$ cat src/design/ivsa_pkg.sv
// ----------------------------------------------------------------------------
// Interrupt vector stack allocator package
// Shared codes, reset values and the result record of the allocator.
// ----------------------------------------------------------------------------
package ivsa_pkg;

  localparam int TOTAL_RESET    = 256;
  localparam int RESERVED_RESET = 1;
  localparam int COUNT_MAX      = 511;
  localparam int SLOT_W         = 13;

  localparam logic REG_TOTAL    = 1'b0;
  localparam logic REG_RESERVED = 1'b1;

  typedef enum logic [1:0] {
    ACT_INIT    = 2'd0,
    ACT_RELEASE = 2'd1,
    ACT_ALLOC   = 2'd2,
    ACT_DEFAULT = 2'd3
  } action_t;

  typedef enum logic [2:0] {
    STS_OK           = 3'd0,
    STS_REFUSED      = 3'd1,
    STS_NONE_FREE    = 3'd2,
    STS_SKIPPED      = 3'd3,
    STS_OUT_OF_RANGE = 3'd4
  } status_t;

  typedef enum logic [1:0] {
    S_CLEAR,
    S_IDLE,
    S_RESP
  } state_t;

  typedef struct packed {
    logic [7:0] granted_index;
    status_t    status;
    logic [8:0] available_count;
  } ivsa_result_t;

endpackage

$ cat src/design/ivsa_store.sv
// ----------------------------------------------------------------------------
// Index store
// Single-port-write, single-port-read memory holding the free vector pool.
// ----------------------------------------------------------------------------
module ivsa_store #(
  parameter int DEPTH = 256,
  parameter int AW    = 8
) (
  input  logic          clk,
  input  logic          we,
  input  logic [AW-1:0] waddr,
  input  logic [7:0]    wdata,
  input  logic          re,
  input  logic [AW-1:0] raddr,
  output logic [7:0]    rdata
);

  logic [7:0] mem [DEPTH];

  always_ff @(posedge clk) begin
    if (we) begin
      mem[waddr] <= wdata;
    end
  end

  always_ff @(posedge clk) begin
    if (re) begin
      rdata <= mem[raddr];
    end
  end

endmodule

$ cat src/design/ivsa_ctrl.sv
// ----------------------------------------------------------------------------
// Allocator controller
// Holds the stack pointers, sequences the store refill and performs the
// read or write of each request against the index store.
// ----------------------------------------------------------------------------
module ivsa_ctrl #(
  parameter int MAX_VECTORS              = 256,
  parameter int VECTORS_PER_DEFAULT_PORT = 1,
  parameter int MAILBOX_VECTORS          = 1,
  parameter int AW                       = 8
) (
  input  logic                   clk,
  input  logic                   rst,
  input  logic                   req_valid,
  output logic                   req_ready,
  input  logic [1:0]             action,
  input  logic [7:0]             vector_index,
  input  logic                   is_default_port,
  input  logic [7:0]             port_number,
  input  logic [7:0]             element_position,
  input  logic [8:0]             total_vectors,
  input  logic [8:0]             reserved_vectors,
  output logic                   res_valid,
  input  logic                   res_ready,
  output ivsa_pkg::ivsa_result_t res,
  output logic                   mem_we,
  output logic [AW-1:0]          mem_waddr,
  output logic [7:0]             mem_wdata,
  output logic                   mem_re,
  output logic [AW-1:0]          mem_raddr,
  input  logic [7:0]             mem_rdata
);

  import ivsa_pkg::*;

  localparam int PW = $clog2(MAX_VECTORS + 1);
  localparam int WW = (PW > 9) ? PW : 9;
  localparam int SW = (PW > SLOT_W) ? PW : SLOT_W;
  localparam int RST_LIMIT = (TOTAL_RESET > MAX_VECTORS) ? MAX_VECTORS : TOTAL_RESET;
  localparam int RST_BASE  = (RESERVED_RESET > RST_LIMIT) ? RST_LIMIT : RESERVED_RESET;

  state_t        state;
  state_t        state_next;
  logic [AW-1:0] clr_cnt;
  logic          reply;
  logic [PW-1:0] limit;
  logic [PW-1:0] base;
  logic [PW-1:0] top;
  status_t       res_status;
  logic          from_mem;

  logic [WW-1:0] tot_w;
  logic [WW-1:0] lim_w;
  logic [WW-1:0] rsv_w;
  logic [WW-1:0] bas_w;
  logic [WW-1:0] diff_w;
  logic [SW-1:0] slot;
  logic          accept;
  logic          clr_last;
  logic          rel_skip;
  logic          rel_refuse;
  logic          alloc_empty;
  logic          dflt_bad;

  assign tot_w  = WW'(total_vectors);
  assign lim_w  = (tot_w > WW'(MAX_VECTORS)) ? WW'(MAX_VECTORS) : tot_w;
  assign rsv_w  = WW'(reserved_vectors);
  assign bas_w  = (rsv_w > lim_w) ? lim_w : rsv_w;

  assign slot = SW'(port_number) * SW'(VECTORS_PER_DEFAULT_PORT)
              + SW'(MAILBOX_VECTORS) + SW'(element_position);

  assign accept      = (state == S_IDLE) && req_valid;
  assign clr_last    = (clr_cnt == AW'(MAX_VECTORS - 1));
  assign rel_skip    = is_default_port && (element_position < 8'(VECTORS_PER_DEFAULT_PORT));
  assign rel_refuse  = (top <= base);
  assign alloc_empty = (top >= limit);
  assign dflt_bad    = (element_position >= 8'(VECTORS_PER_DEFAULT_PORT))
                    || (slot >= SW'(base));

  always_comb begin
    state_next = state;
    case (state)
      S_CLEAR: begin
        if (clr_last) begin
          state_next = reply ? S_RESP : S_IDLE;
        end
      end
      S_IDLE: begin
        if (req_valid) begin
          state_next = (action == ACT_INIT) ? S_CLEAR : S_RESP;
        end
      end
      S_RESP: begin
        if (res_ready) begin
          state_next = S_IDLE;
        end
      end
      default: state_next = S_IDLE;
    endcase
  end

  always_comb begin
    req_ready = 1'b0;
    res_valid = 1'b0;
    mem_we    = 1'b0;
    mem_waddr = clr_cnt;
    mem_wdata = 8'(clr_cnt);
    mem_re    = 1'b0;
    mem_raddr = AW'(top);
    case (state)
      S_CLEAR: begin
        mem_we = 1'b1;
      end
      S_IDLE: begin
        req_ready = 1'b1;
        if (req_valid) begin
          case (action)
            ACT_RELEASE: begin
              mem_we    = !rel_skip && !rel_refuse;
              mem_waddr = AW'(top - PW'(1));
              mem_wdata = vector_index;
            end
            ACT_ALLOC: begin
              mem_re = !alloc_empty;
            end
            ACT_DEFAULT: begin
              mem_re    = !dflt_bad;
              mem_raddr = AW'(slot);
            end
            default: begin
            end
          endcase
        end
      end
      S_RESP: begin
        res_valid = 1'b1;
      end
      default: begin
      end
    endcase
  end

  always_ff @(posedge clk) begin
    if (rst) begin
      state   <= S_CLEAR;
      clr_cnt <= '0;
      reply   <= 1'b0;
      limit   <= PW'(RST_LIMIT);
      base    <= PW'(RST_BASE);
      top     <= PW'(RST_BASE);
    end else begin
      state <= state_next;
      if (state == S_CLEAR) begin
        clr_cnt <= clr_cnt + AW'(1);
      end
      if (accept) begin
        case (action)
          ACT_INIT: begin
            limit   <= PW'(lim_w);
            base    <= PW'(bas_w);
            top     <= PW'(bas_w);
            clr_cnt <= '0;
            reply   <= 1'b1;
          end
          ACT_RELEASE: begin
            if (!rel_skip && !rel_refuse) begin
              top <= top - PW'(1);
            end
          end
          ACT_ALLOC: begin
            if (!alloc_empty) begin
              top <= top + PW'(1);
            end
          end
          default: begin
          end
        endcase
      end
    end
  end

  always_ff @(posedge clk) begin
    if (accept) begin
      case (action)
        ACT_RELEASE: begin
          from_mem <= 1'b0;
          if (rel_skip) begin
            res_status <= STS_SKIPPED;
          end else if (rel_refuse) begin
            res_status <= STS_REFUSED;
          end else begin
            res_status <= STS_OK;
          end
        end
        ACT_ALLOC: begin
          if (alloc_empty) begin
            res_status <= STS_NONE_FREE;
            from_mem   <= 1'b0;
          end else begin
            res_status <= STS_OK;
            from_mem   <= 1'b1;
          end
        end
        ACT_DEFAULT: begin
          if (dflt_bad) begin
            res_status <= STS_OUT_OF_RANGE;
            from_mem   <= 1'b0;
          end else begin
            res_status <= STS_OK;
            from_mem   <= 1'b1;
          end
        end
        default: begin
          res_status <= STS_OK;
          from_mem   <= 1'b0;
        end
      endcase
    end
  end

  assign diff_w = WW'(limit - top);

  always_comb begin
    res.granted_index   = from_mem ? mem_rdata : 8'd0;
    res.status          = res_status;
    res.available_count = (diff_w > WW'(COUNT_MAX)) ? 9'(COUNT_MAX) : 9'(diff_w);
  end

endmodule

$ cat src/design/interrupt_vector_stack_allocator_core.sv
// ----------------------------------------------------------------------------
// Interrupt vector stack allocator
// Hands out and takes back interrupt vector numbers from a LIFO free pool.
// Release, allocate and take-default are handled one request at a time; the
// store is read or written on acceptance, then the result register is loaded.
// Init refills the store one entry a cycle. After reset the same refill pass
// runs, during which no request is accepted; configuration writes are
// accepted at all times.
// ----------------------------------------------------------------------------
module interrupt_vector_stack_allocator_core #(
  parameter int MAX_VECTORS              = 256,
  parameter int VECTORS_PER_DEFAULT_PORT = 1,
  parameter int MAILBOX_VECTORS          = 1
) (
  input  logic       clk,
  input  logic       rst,
  input  logic       in_valid,
  output logic       in_ready,
  input  logic [1:0] action,
  input  logic [7:0] vector_index,
  input  logic       is_default_port,
  input  logic [7:0] port_number,
  input  logic [7:0] element_position,
  output logic       out_valid,
  input  logic       out_ready,
  output logic [7:0] granted_index,
  output logic [2:0] status,
  output logic [8:0] available_count,
  input  logic       cfg_valid,
  output logic       cfg_ready,
  input  logic       cfg_index,
  input  logic [8:0] cfg_data
);

  import ivsa_pkg::*;

  localparam int AW = $clog2(MAX_VECTORS);

  logic [8:0]   total_vectors;
  logic [8:0]   reserved_vectors;
  logic         res_valid;
  logic         res_ready;
  ivsa_result_t res;
  ivsa_result_t out_q;
  logic         mem_we;
  logic [AW-1:0] mem_waddr;
  logic [7:0]   mem_wdata;
  logic         mem_re;
  logic [AW-1:0] mem_raddr;
  logic [7:0]   mem_rdata;

  assign cfg_ready = 1'b1;

  always_ff @(posedge clk) begin
    if (rst) begin
      total_vectors    <= 9'(TOTAL_RESET);
      reserved_vectors <= 9'(RESERVED_RESET);
    end else if (cfg_valid) begin
      if (cfg_index == REG_TOTAL) begin
        total_vectors <= cfg_data;
      end else if (cfg_index == REG_RESERVED) begin
        reserved_vectors <= cfg_data;
      end
    end
  end

  ivsa_ctrl #(
    .MAX_VECTORS              (MAX_VECTORS),
    .VECTORS_PER_DEFAULT_PORT (VECTORS_PER_DEFAULT_PORT),
    .MAILBOX_VECTORS          (MAILBOX_VECTORS),
    .AW                       (AW)
  ) u_ctrl (
    .clk              (clk),
    .rst              (rst),
    .req_valid        (in_valid),
    .req_ready        (in_ready),
    .action           (action),
    .vector_index     (vector_index),
    .is_default_port  (is_default_port),
    .port_number      (port_number),
    .element_position (element_position),
    .total_vectors    (total_vectors),
    .reserved_vectors (reserved_vectors),
    .res_valid        (res_valid),
    .res_ready        (res_ready),
    .res              (res),
    .mem_we           (mem_we),
    .mem_waddr        (mem_waddr),
    .mem_wdata        (mem_wdata),
    .mem_re           (mem_re),
    .mem_raddr        (mem_raddr),
    .mem_rdata        (mem_rdata)
  );

  ivsa_store #(
    .DEPTH (MAX_VECTORS),
    .AW    (AW)
  ) u_store (
    .clk   (clk),
    .we    (mem_we),
    .waddr (mem_waddr),
    .wdata (mem_wdata),
    .re    (mem_re),
    .raddr (mem_raddr),
    .rdata (mem_rdata)
  );

  assign res_ready = !out_valid || out_ready;

  always_ff @(posedge clk) begin
    if (rst) begin
      out_valid <= 1'b0;
    end else if (res_ready) begin
      out_valid <= res_valid;
    end
  end

  always_ff @(posedge clk) begin
    if (res_valid && res_ready) begin
      out_q <= res;
    end
  end

  assign granted_index   = out_q.granted_index;
  assign status          = out_q.status;
  assign available_count = out_q.available_count;

  // A request is handled alone, so the input side closes after a transaction.
  assert property (@(posedge clk) disable iff (rst)
    in_valid && in_ready |=> !in_ready)
    else $error("request accepted while another is in progress");

  assert property (@(posedge clk) disable iff (rst)
    res_valid && res_ready |=> out_valid)
    else $error("result lost on its way to the output register");

  assert property (@(posedge clk) disable iff (rst)
    out_valid && (status == STS_REFUSED || status == STS_NONE_FREE ||
                  status == STS_SKIPPED || status == STS_OUT_OF_RANGE)
    |-> granted_index == 8'd0)
    else $error("failed request carries a vector number");

endmodule

$ cat config.mk
export PLATFORM = sky130hd
export DESIGN_NAME = interrupt_vector_stack_allocator_core
export DESIGN_NICKNAME = d
export VERILOG_FILES = /design/src/design/ivsa_pkg.sv /design/src/design/ivsa_store.sv /design/src/design/ivsa_ctrl.sv /design/src/design/interrupt_vector_stack_allocator_core.sv
export SDC_FILE = /design/constraint.sdc
export NUM_CORES = 2
export LEC_CHECK = 0
export BUFFER_PORTS_ARGS = -buffer_cell sky130_fd_sc_hd__buf_2
export CORE_MARGIN = 5
export CORE_UTILIZATION = 45
export DETAILED_ROUTE_END_ITERATION = 6
export GPL_TIMING_DRIVEN = 0
export HOLD_SLACK_MARGIN = 0.08
export PLACE_DENSITY_LB_ADDON = 0.2
export SLEW_MARGIN = 20
export SYNTH_ARGS = -nofsm -noshare
export SYNTH_HDL_FRONTEND = slang
export SYNTH_HIERARCHICAL = 1
export SYNTH_SLANG_ARGS = --single-unit
$ cat constraint.sdc
create_clock -name clk -period 8.2 [get_ports clk]
set_input_delay 0.82 -clock clk [delete_from_list [all_inputs] [get_ports clk]]
set_output_delay 0.82 -clock clk [all_outputs]
set_load 0.1 [all_outputs]
-- Word-level counts from Yosys, hierarchy flattened
Memories as Yosys holds them, arrays and structs flattened. A register that Yosys moved wholly into a read port is not among the register bits.
Cells that the tools add are included.
- flip-flop bits (word level): 81
- bits in writable memories: 2048
- bits of input ports: 42
- output and inout port bits: 23
- memories kept: 1
- bitwise logic cells: 1
- muxes and demuxes: 41
- $add $sub $neg: 6
- reduce and logical (&&, ||, !) cells: 19
- equality and inequality tests: 11
- order comparisons: 8
- memories (memory ; words ; bits a word ; rd ports ; clocked after Yosys merged registers in ; wr ports ; line ; RTL):
    u_store.mem ; 256 ; 8 ; 1 ; 1 ; 1 ; ivsa_store.sv:18 ; logic [7:0] mem [DEPTH];
- operators by type and width (cell ; count):
    $mux W8 ; 12
    $mux W9 ; 4
    $pmux W9 S3 ; 1
    $gt A9 B9 Y1 const B ; 2
    $add A13 B8 Y13 ; 1
    $ge A13 B9 Y1 ; 1
    $mux W2 ; 6
    $mux W1 ; 11
    $add A8 B1 Y9 const B ; 1
    $add A9 B1 Y9 const B ; 1
    $ge A9 B9 Y1 ; 1
    $gt A9 B9 Y1 ; 1
    $le A9 B9 Y1 ; 1
    $pmux W3 S3 ; 1
    $sub A9 B1 Y9 const B ; 1
    $sub A9 B9 Y9 ; 1
    $add A8 B1 Y8 const B ; 1
    $eq A8 B8 Y1 const B ; 1
    $ge A8 B1 Y1 const B ; 1
    $lt A8 B1 Y1 const B ; 1
    $eq A2 B2 Y1 const B ; 3
    $mux W3 ; 2
    $ne A2 B2 Y1 const B ; 3
    $pmux W1 S2 ; 3
    other kinds (12) ; 25

-- Longest topological paths before layout
- word-level depth: 9
- gate-level depth with buffers: 17
- gate-level depth less buffers: 15

-- Hierarchy
Netlist, hierarchy kept.
- modules (own cells, without submodules) (module ; instances ; seq. area each (um^2) ; area an instance (um^2) ; cells an instance):
    ivsa_store ; 1 ; 61739.2 ; 79636.4 ; 3733
    ivsa_ctrl ; 1 ; 880.8 ; 4147.7 ; 552
    interrupt_vector_stack_allocator_core ; 1 ; 980.9 ; 1437.6 ; 100

-- Least setup slack after synthesis
OpenSTA, ideal clock, no wires.
- kind: input to register
- start point: in action[1]
- end point: mem u_store.mem[0][7] (data pin)
- arrival: 5.062 ns
- path slack: 2.318 ns
- cell stages on the path: 6
- library setup time: 0.820 ns
- cell sequence: inv_1 > ha_1 > clkinv_1 > nor3_1 > nand2_1 > nand2_1
- word-level cells in the longest chain between the ends: 4
- RTL lines (element ; line ; RTL):
    start, declared ; interrupt_vector_stack_allocator_core.sv:19 ; input logic [1:0] action,
    $eq A2 B1 Y1 ; ivsa_ctrl.sv:118 ; case (action)
    $mux W8 ; ivsa_ctrl.sv:118 ;
    $mux W8 ; ivsa_ctrl.sv:117 ; if (req_valid) begin
    $mux W8 ; ivsa_ctrl.sv:111 ; case (state)
    named net mem_wdata[7] ; interrupt_vector_stack_allocator_core.sv:47 ; logic [7:0] mem_wdata;
    end, declared ; ivsa_store.sv:18 ;
The timed path passes the listed nets, and every way through them passes these cells.

-- Worst setup path after layout
- start point: reg u_ctrl.state[0]
- end point: reg u_store.rdata[1], read port of u_store.mem (data pin)
- word-level cells in the longest chain between the ends: 2
- RTL lines (element ; line ; RTL):
    start, declared ; ivsa_ctrl.sv:42 ; state_t state;
    start signal, assigned ; ivsa_ctrl.sv:153 ; state <= state_next;
    $eq A2 B1 Y1 ; ivsa_ctrl.sv:111 ;
    $mux W8 ; ivsa_ctrl.sv:111 ;
    named net mem_raddr[4] ; interrupt_vector_stack_allocator_core.sv:49 ; logic [AW-1:0] mem_raddr;
    end, declared ; ivsa_store.sv:15 ; output logic [7:0] rdata
The timed path passes the listed nets, and every way through them passes these cells.
A chain may end at the register's enable or synchronous reset.

==> out/results.ini <==
[outcome]
run_status = finished with violations
failed_checks = design-rule violations, max-capacitance violations

[setup_path]
crit_path_start_kind = register
timing.critical_path.required_ns = 8.66
regToRegEndpoint = u_store/rdata[1]
crit-reg2reg-launch = u_ctrl/state[0]
arrival_ns = 7.69
worstSetupPathType = register to register
worstRegToRegCells = 13
worst_setup_path_end_kind = register
setup.reg_to_reg.worst_slack_ns = 0.97
path_max_fanout = 12

[detailed_routing]
drc = 11
routedWlPerCell_um = 35.85
first_pass_iters = 7
drt_wl_total_um = 264900
vias = 47150
viasPerCell = 6.380
detailedRoute.firstIterationViolations = 7376
detail-route-antenna-nets = 0

[synth]
synth.ff_latch_count = 2137
postSynth.asyncResetShare = 0
synth.top_cells.by_area = sky130_fd_sc_hd__edfxtp_1 (73%), sky130_fd_sc_hd__mux4_2 (12%), sky130_fd_sc_hd__mux2i_1 (1.8%), sky130_fd_sc_hd__nor2_1 (1.4%), sky130_fd_sc_hd__dfxtp_1 (1.3%)
synth_area_leader_cell = sky130_fd_sc_hd__edfxtp_1
synth-edff-count = 2080
syn-mean-instance-area_um2 = 19.43
synth_mux_area_frac = 0.1391
post_synth_xor_area_fraction = 0.002467
mapped_nets = 4482
synthDominantCellAreaShare = 0.7329
synth_cell_types = 88
synth_fa_ha_area_frac = 0.008251
mappedNetlistArea_mm2 = 0.08522
synth-simple-area-share = 0.03889
synth_compound_area_frac = 0.04407
synth_flop_cell = sky130_fd_sc_hd__edfxtp_1
synth_warnings = 6
yosys.cell_count.top_type = sky130_fd_sc_hd__edfxtp_1
synth_cells = 4385
synth_common_cells = sky130_fd_sc_hd__edfxtp_1 (2080), sky130_fd_sc_hd__mux4_2 (455), sky130_fd_sc_hd__nor2_1 (321)
dominant_combinational_cell_family_by_area_after_synthesis = multiplexers
synth_sequential_area_ratio = 0.7463

[place]
detailedPlacementHpwl_um = 184000
gpl.final_weighted_congestion = 1.050
port_buffers = 62
placedInstanceArea_mm2 = 0.08992
dp_worst_setup_slack_ns = 1.007

[sta]
final_slew_violations = 0
setup_viol_count_final = 0
setup_slack_ns = 0.9704
max_freq_ghz = 0.1383
worst_slew_pin_slew_ns = 1.459
clock_skew_ns = 0.03659
period_needed_ns = 7.230
setup_repair_after_global_routing_missed_its_margin = no
finalHoldViolCount = 0
timing.slew.headroom = 0.01869
worst_hold_slack_after_final_layout_ns = 0.2473
final_cycle_share = 0.8817

[floorplanning]
dieHeight_um = 445.2
num_rows = 159
fp.dieW_um = 445.2
core-area_mm2 = 0.1880
num_io_pins = 65
start_util = 0.4533
die_area_mm2 = 0.1982

[power]
vdd.ir_drop.worst_mv = 0.1897
pwr_density_cell_mw_per_mm2 = 226.4
power.static_leakage_nw = 31.62
report.power.total_mw = 21.92

[job]
cap_viol_max_count = 1

[grt]
globalRouteOverflowTotal = 0
grt_antenna_before_repair = 12
groute.usage.overall = 0.2647
grt_max_degree = 81
grt_pass1_vias = 45000
grt_first_pass_wirelength_um = 362900

[layout]
syn_to_final_growth_pct = 13.60
net_count_final = 4813
post_route_cells_drive_above_1_share = 0.2201
final_instance_area_mm2 = 0.09681
layout.core_utilization = 0.5149

[clocking]
post_cts_resize_count = 0
clock_sink_count = 2137
tritoncts_clock_tree = yes
cts_setup_buffers = 0
max-clock-path-buffers = 3
ctsHtreeMaxLevel = 4
clock_insertion_delay_worst_skew_ns = 0.86
cts.hold.buffers_added = 0
clk_pin_slew_worst_paths_ns = 0.07
clock-root-buffer = sky130_fd_sc_hd__clkbuf_16
number_of_buffers_inserted_during_clock_tree_synthesis = 218

[min_path]
hold_path_end = reserved_vectors[8]
worst_hold_path.num_cells = 3
worst_hold_path_type = input pin to register
min_from = cfg_data[8]

[cell type report]
class | instances | area [µm²]
well taps | 2495 | 3122
diodes | 7 | 17.52
multi-input cells | 1942 | 20020
flip-flops and latches | 2137 | 63600
plain buffers | 262 | 1655
fillers | 14960 | 91190
clock inverters | 121 | 1167
clock buffers | 271 | 5675
repair buffers | 111 | 1389
inverters | 44 | 165.2
[flip-flops by register name (all words and copies together), names as in the netlist, 2 cells and up]
signal,count
status,3
u_store/rdata,8
u_store/mem,2048
u_ctrl/res_status,3
u_ctrl/limit,9
u_ctrl/top,9
reserved_vectors,9
granted_index,8
u_ctrl/state,2
available_count,9
u_ctrl/clr_cnt,8
total_vectors,9
u_ctrl/base,9
[layout by cell type, fill, tap and decap left out, types with 18 or more instances in the layout]
cell type | Yosys | routed
sky130_fd_sc_hd__clkbuf_2 | 0 | 28
sky130_fd_sc_hd__a22oi_1 | 133 | 133
sky130_fd_sc_hd__buf_2 | 35 | 106
sky130_fd_sc_hd__clkinv_2 | 0 | 40
sky130_fd_sc_hd__nand3_1 | 50 | 50
sky130_fd_sc_hd__o21ai_0 | 49 | 45
sky130_fd_sc_hd__nor2_1 | 321 | 309
sky130_fd_sc_hd__o221ai_1 | 47 | 47
sky130_fd_sc_hd__mux4_2 | 455 | 455
sky130_fd_sc_hd__nor4_1 | 30 | 26
sky130_fd_sc_hd__nor2b_1 | 43 | 43
sky130_fd_sc_hd__a211oi_1 | 22 | 22
sky130_fd_sc_hd__buf_6 | 27 | 29
sky130_fd_sc_hd__nand2_1 | 108 | 100
sky130_fd_sc_hd__mux2i_1 | 151 | 151
sky130_fd_sc_hd__edfxtp_1 | 2080 | 2080
sky130_fd_sc_hd__buf_16 | 0 | 25
sky130_fd_sc_hd__clkinv_1 | 4 | 43
sky130_fd_sc_hd__nor3_1 | 35 | 31
sky130_fd_sc_hd__nand2b_1 | 38 | 38
sky130_fd_sc_hd__buf_12 | 8 | 24
sky130_fd_sc_hd__buf_4 | 28 | 31
sky130_fd_sc_hd__clkbuf_16 | 0 | 219
sky130_fd_sc_hd__inv_1 | 40 | 40
sky130_fd_sc_hd__dfxtp_1 | 57 | 57
sky130_fd_sc_hd__nand4_1 | 18 | 18
sky130_fd_sc_hd__clkbuf_1 | 129 | 153
sky130_fd_sc_hd__ha_1 | 53 | 53
sky130_fd_sc_hd__a21oi_1 | 131 | 131
sky130_fd_sc_hd__o22ai_1 | 39 | 39
[how the worst max path moves through the flow]
stage	cells after the start	to	startpoint	slack, ns
global placement	7	u_store/mem[32][2]	action[1]	-3.01
CTS	13	u_store/rdata[1]	u_ctrl/state[0]	1.35
finish	13	u_store/rdata[1]	u_ctrl/state[0]	0.97
detailed placement	18	u_store/rdata[0]	element_position[0]	1.01
global route	13	u_store/rdata[0]	u_ctrl/state[0]	1.26
floorplan	6	u_store/mem[0][7]	action[1]	2.32
[report_power, final]
part	switching, mW	leakage (nW)	internal [mW]
clock network	4.18	3.33	5.44
registers	0.00941	19.6	11.9
logic	0.276	8.65	0.0954
total	4.47	31.6	17.5
[worst max-delay path: stages (launching register included)]
cell                       delay (ns)
sky130_fd_sc_hd__dfxtp_1         0.53
sky130_fd_sc_hd__nand2_1         0.18
sky130_fd_sc_hd__nor2_2          0.51
sky130_fd_sc_hd__nand2_1         0.28
sky130_fd_sc_hd__clkbuf_1        0.31
sky130_fd_sc_hd__mux2_2          0.38
sky130_fd_sc_hd__buf_4           0.31
sky130_fd_sc_hd__nor2b_1         0.54
sky130_fd_sc_hd__clkbuf_1        0.70
sky130_fd_sc_hd__clkbuf_1        0.83
sky130_fd_sc_hd__a22oi_1         0.33
sky130_fd_sc_hd__a21oi_1         0.69
sky130_fd_sc_hd__nor4_1          0.11
sky130_fd_sc_hd__nor4_1          1.08
[metal layers]
metal	vias to the layer above	part of all wire	wire length, µm	track usage
li1	18740	-	-	-
met1	25070	0.39	102300	0.3740
met2	2836	0.45	118700	0.3951
met3	498	0.12	31260	0.06785
met4	2	0.048	12660	0.1101
met5	-	0.000057	15	0
[through the flow]
stage	instances	TNS (ns)
after floorplan	4385	0
after global placement	6942	-4930.31
after detailed placement	6990	0
after CTS	7382	0
after global routing	7384	0
final	7390	0
[cells by family (layout without fill, tap and decap cells)]
family | count (synthesis) | count (layout)
AND/OR/NAND/NOR | 707 | 707
other | 1 | 8
buffers and inverters | 306 | 809
flip-flops | 2137 | 2137
XOR/XNOR | 24 | 24
AO/OA/AOI/OAI | 543 | 543
adder cells (fa/ha/maj) | 55 | 55
multiplexers | 612 | 612
Note: power is estimated with default switching activity, not from simulation.
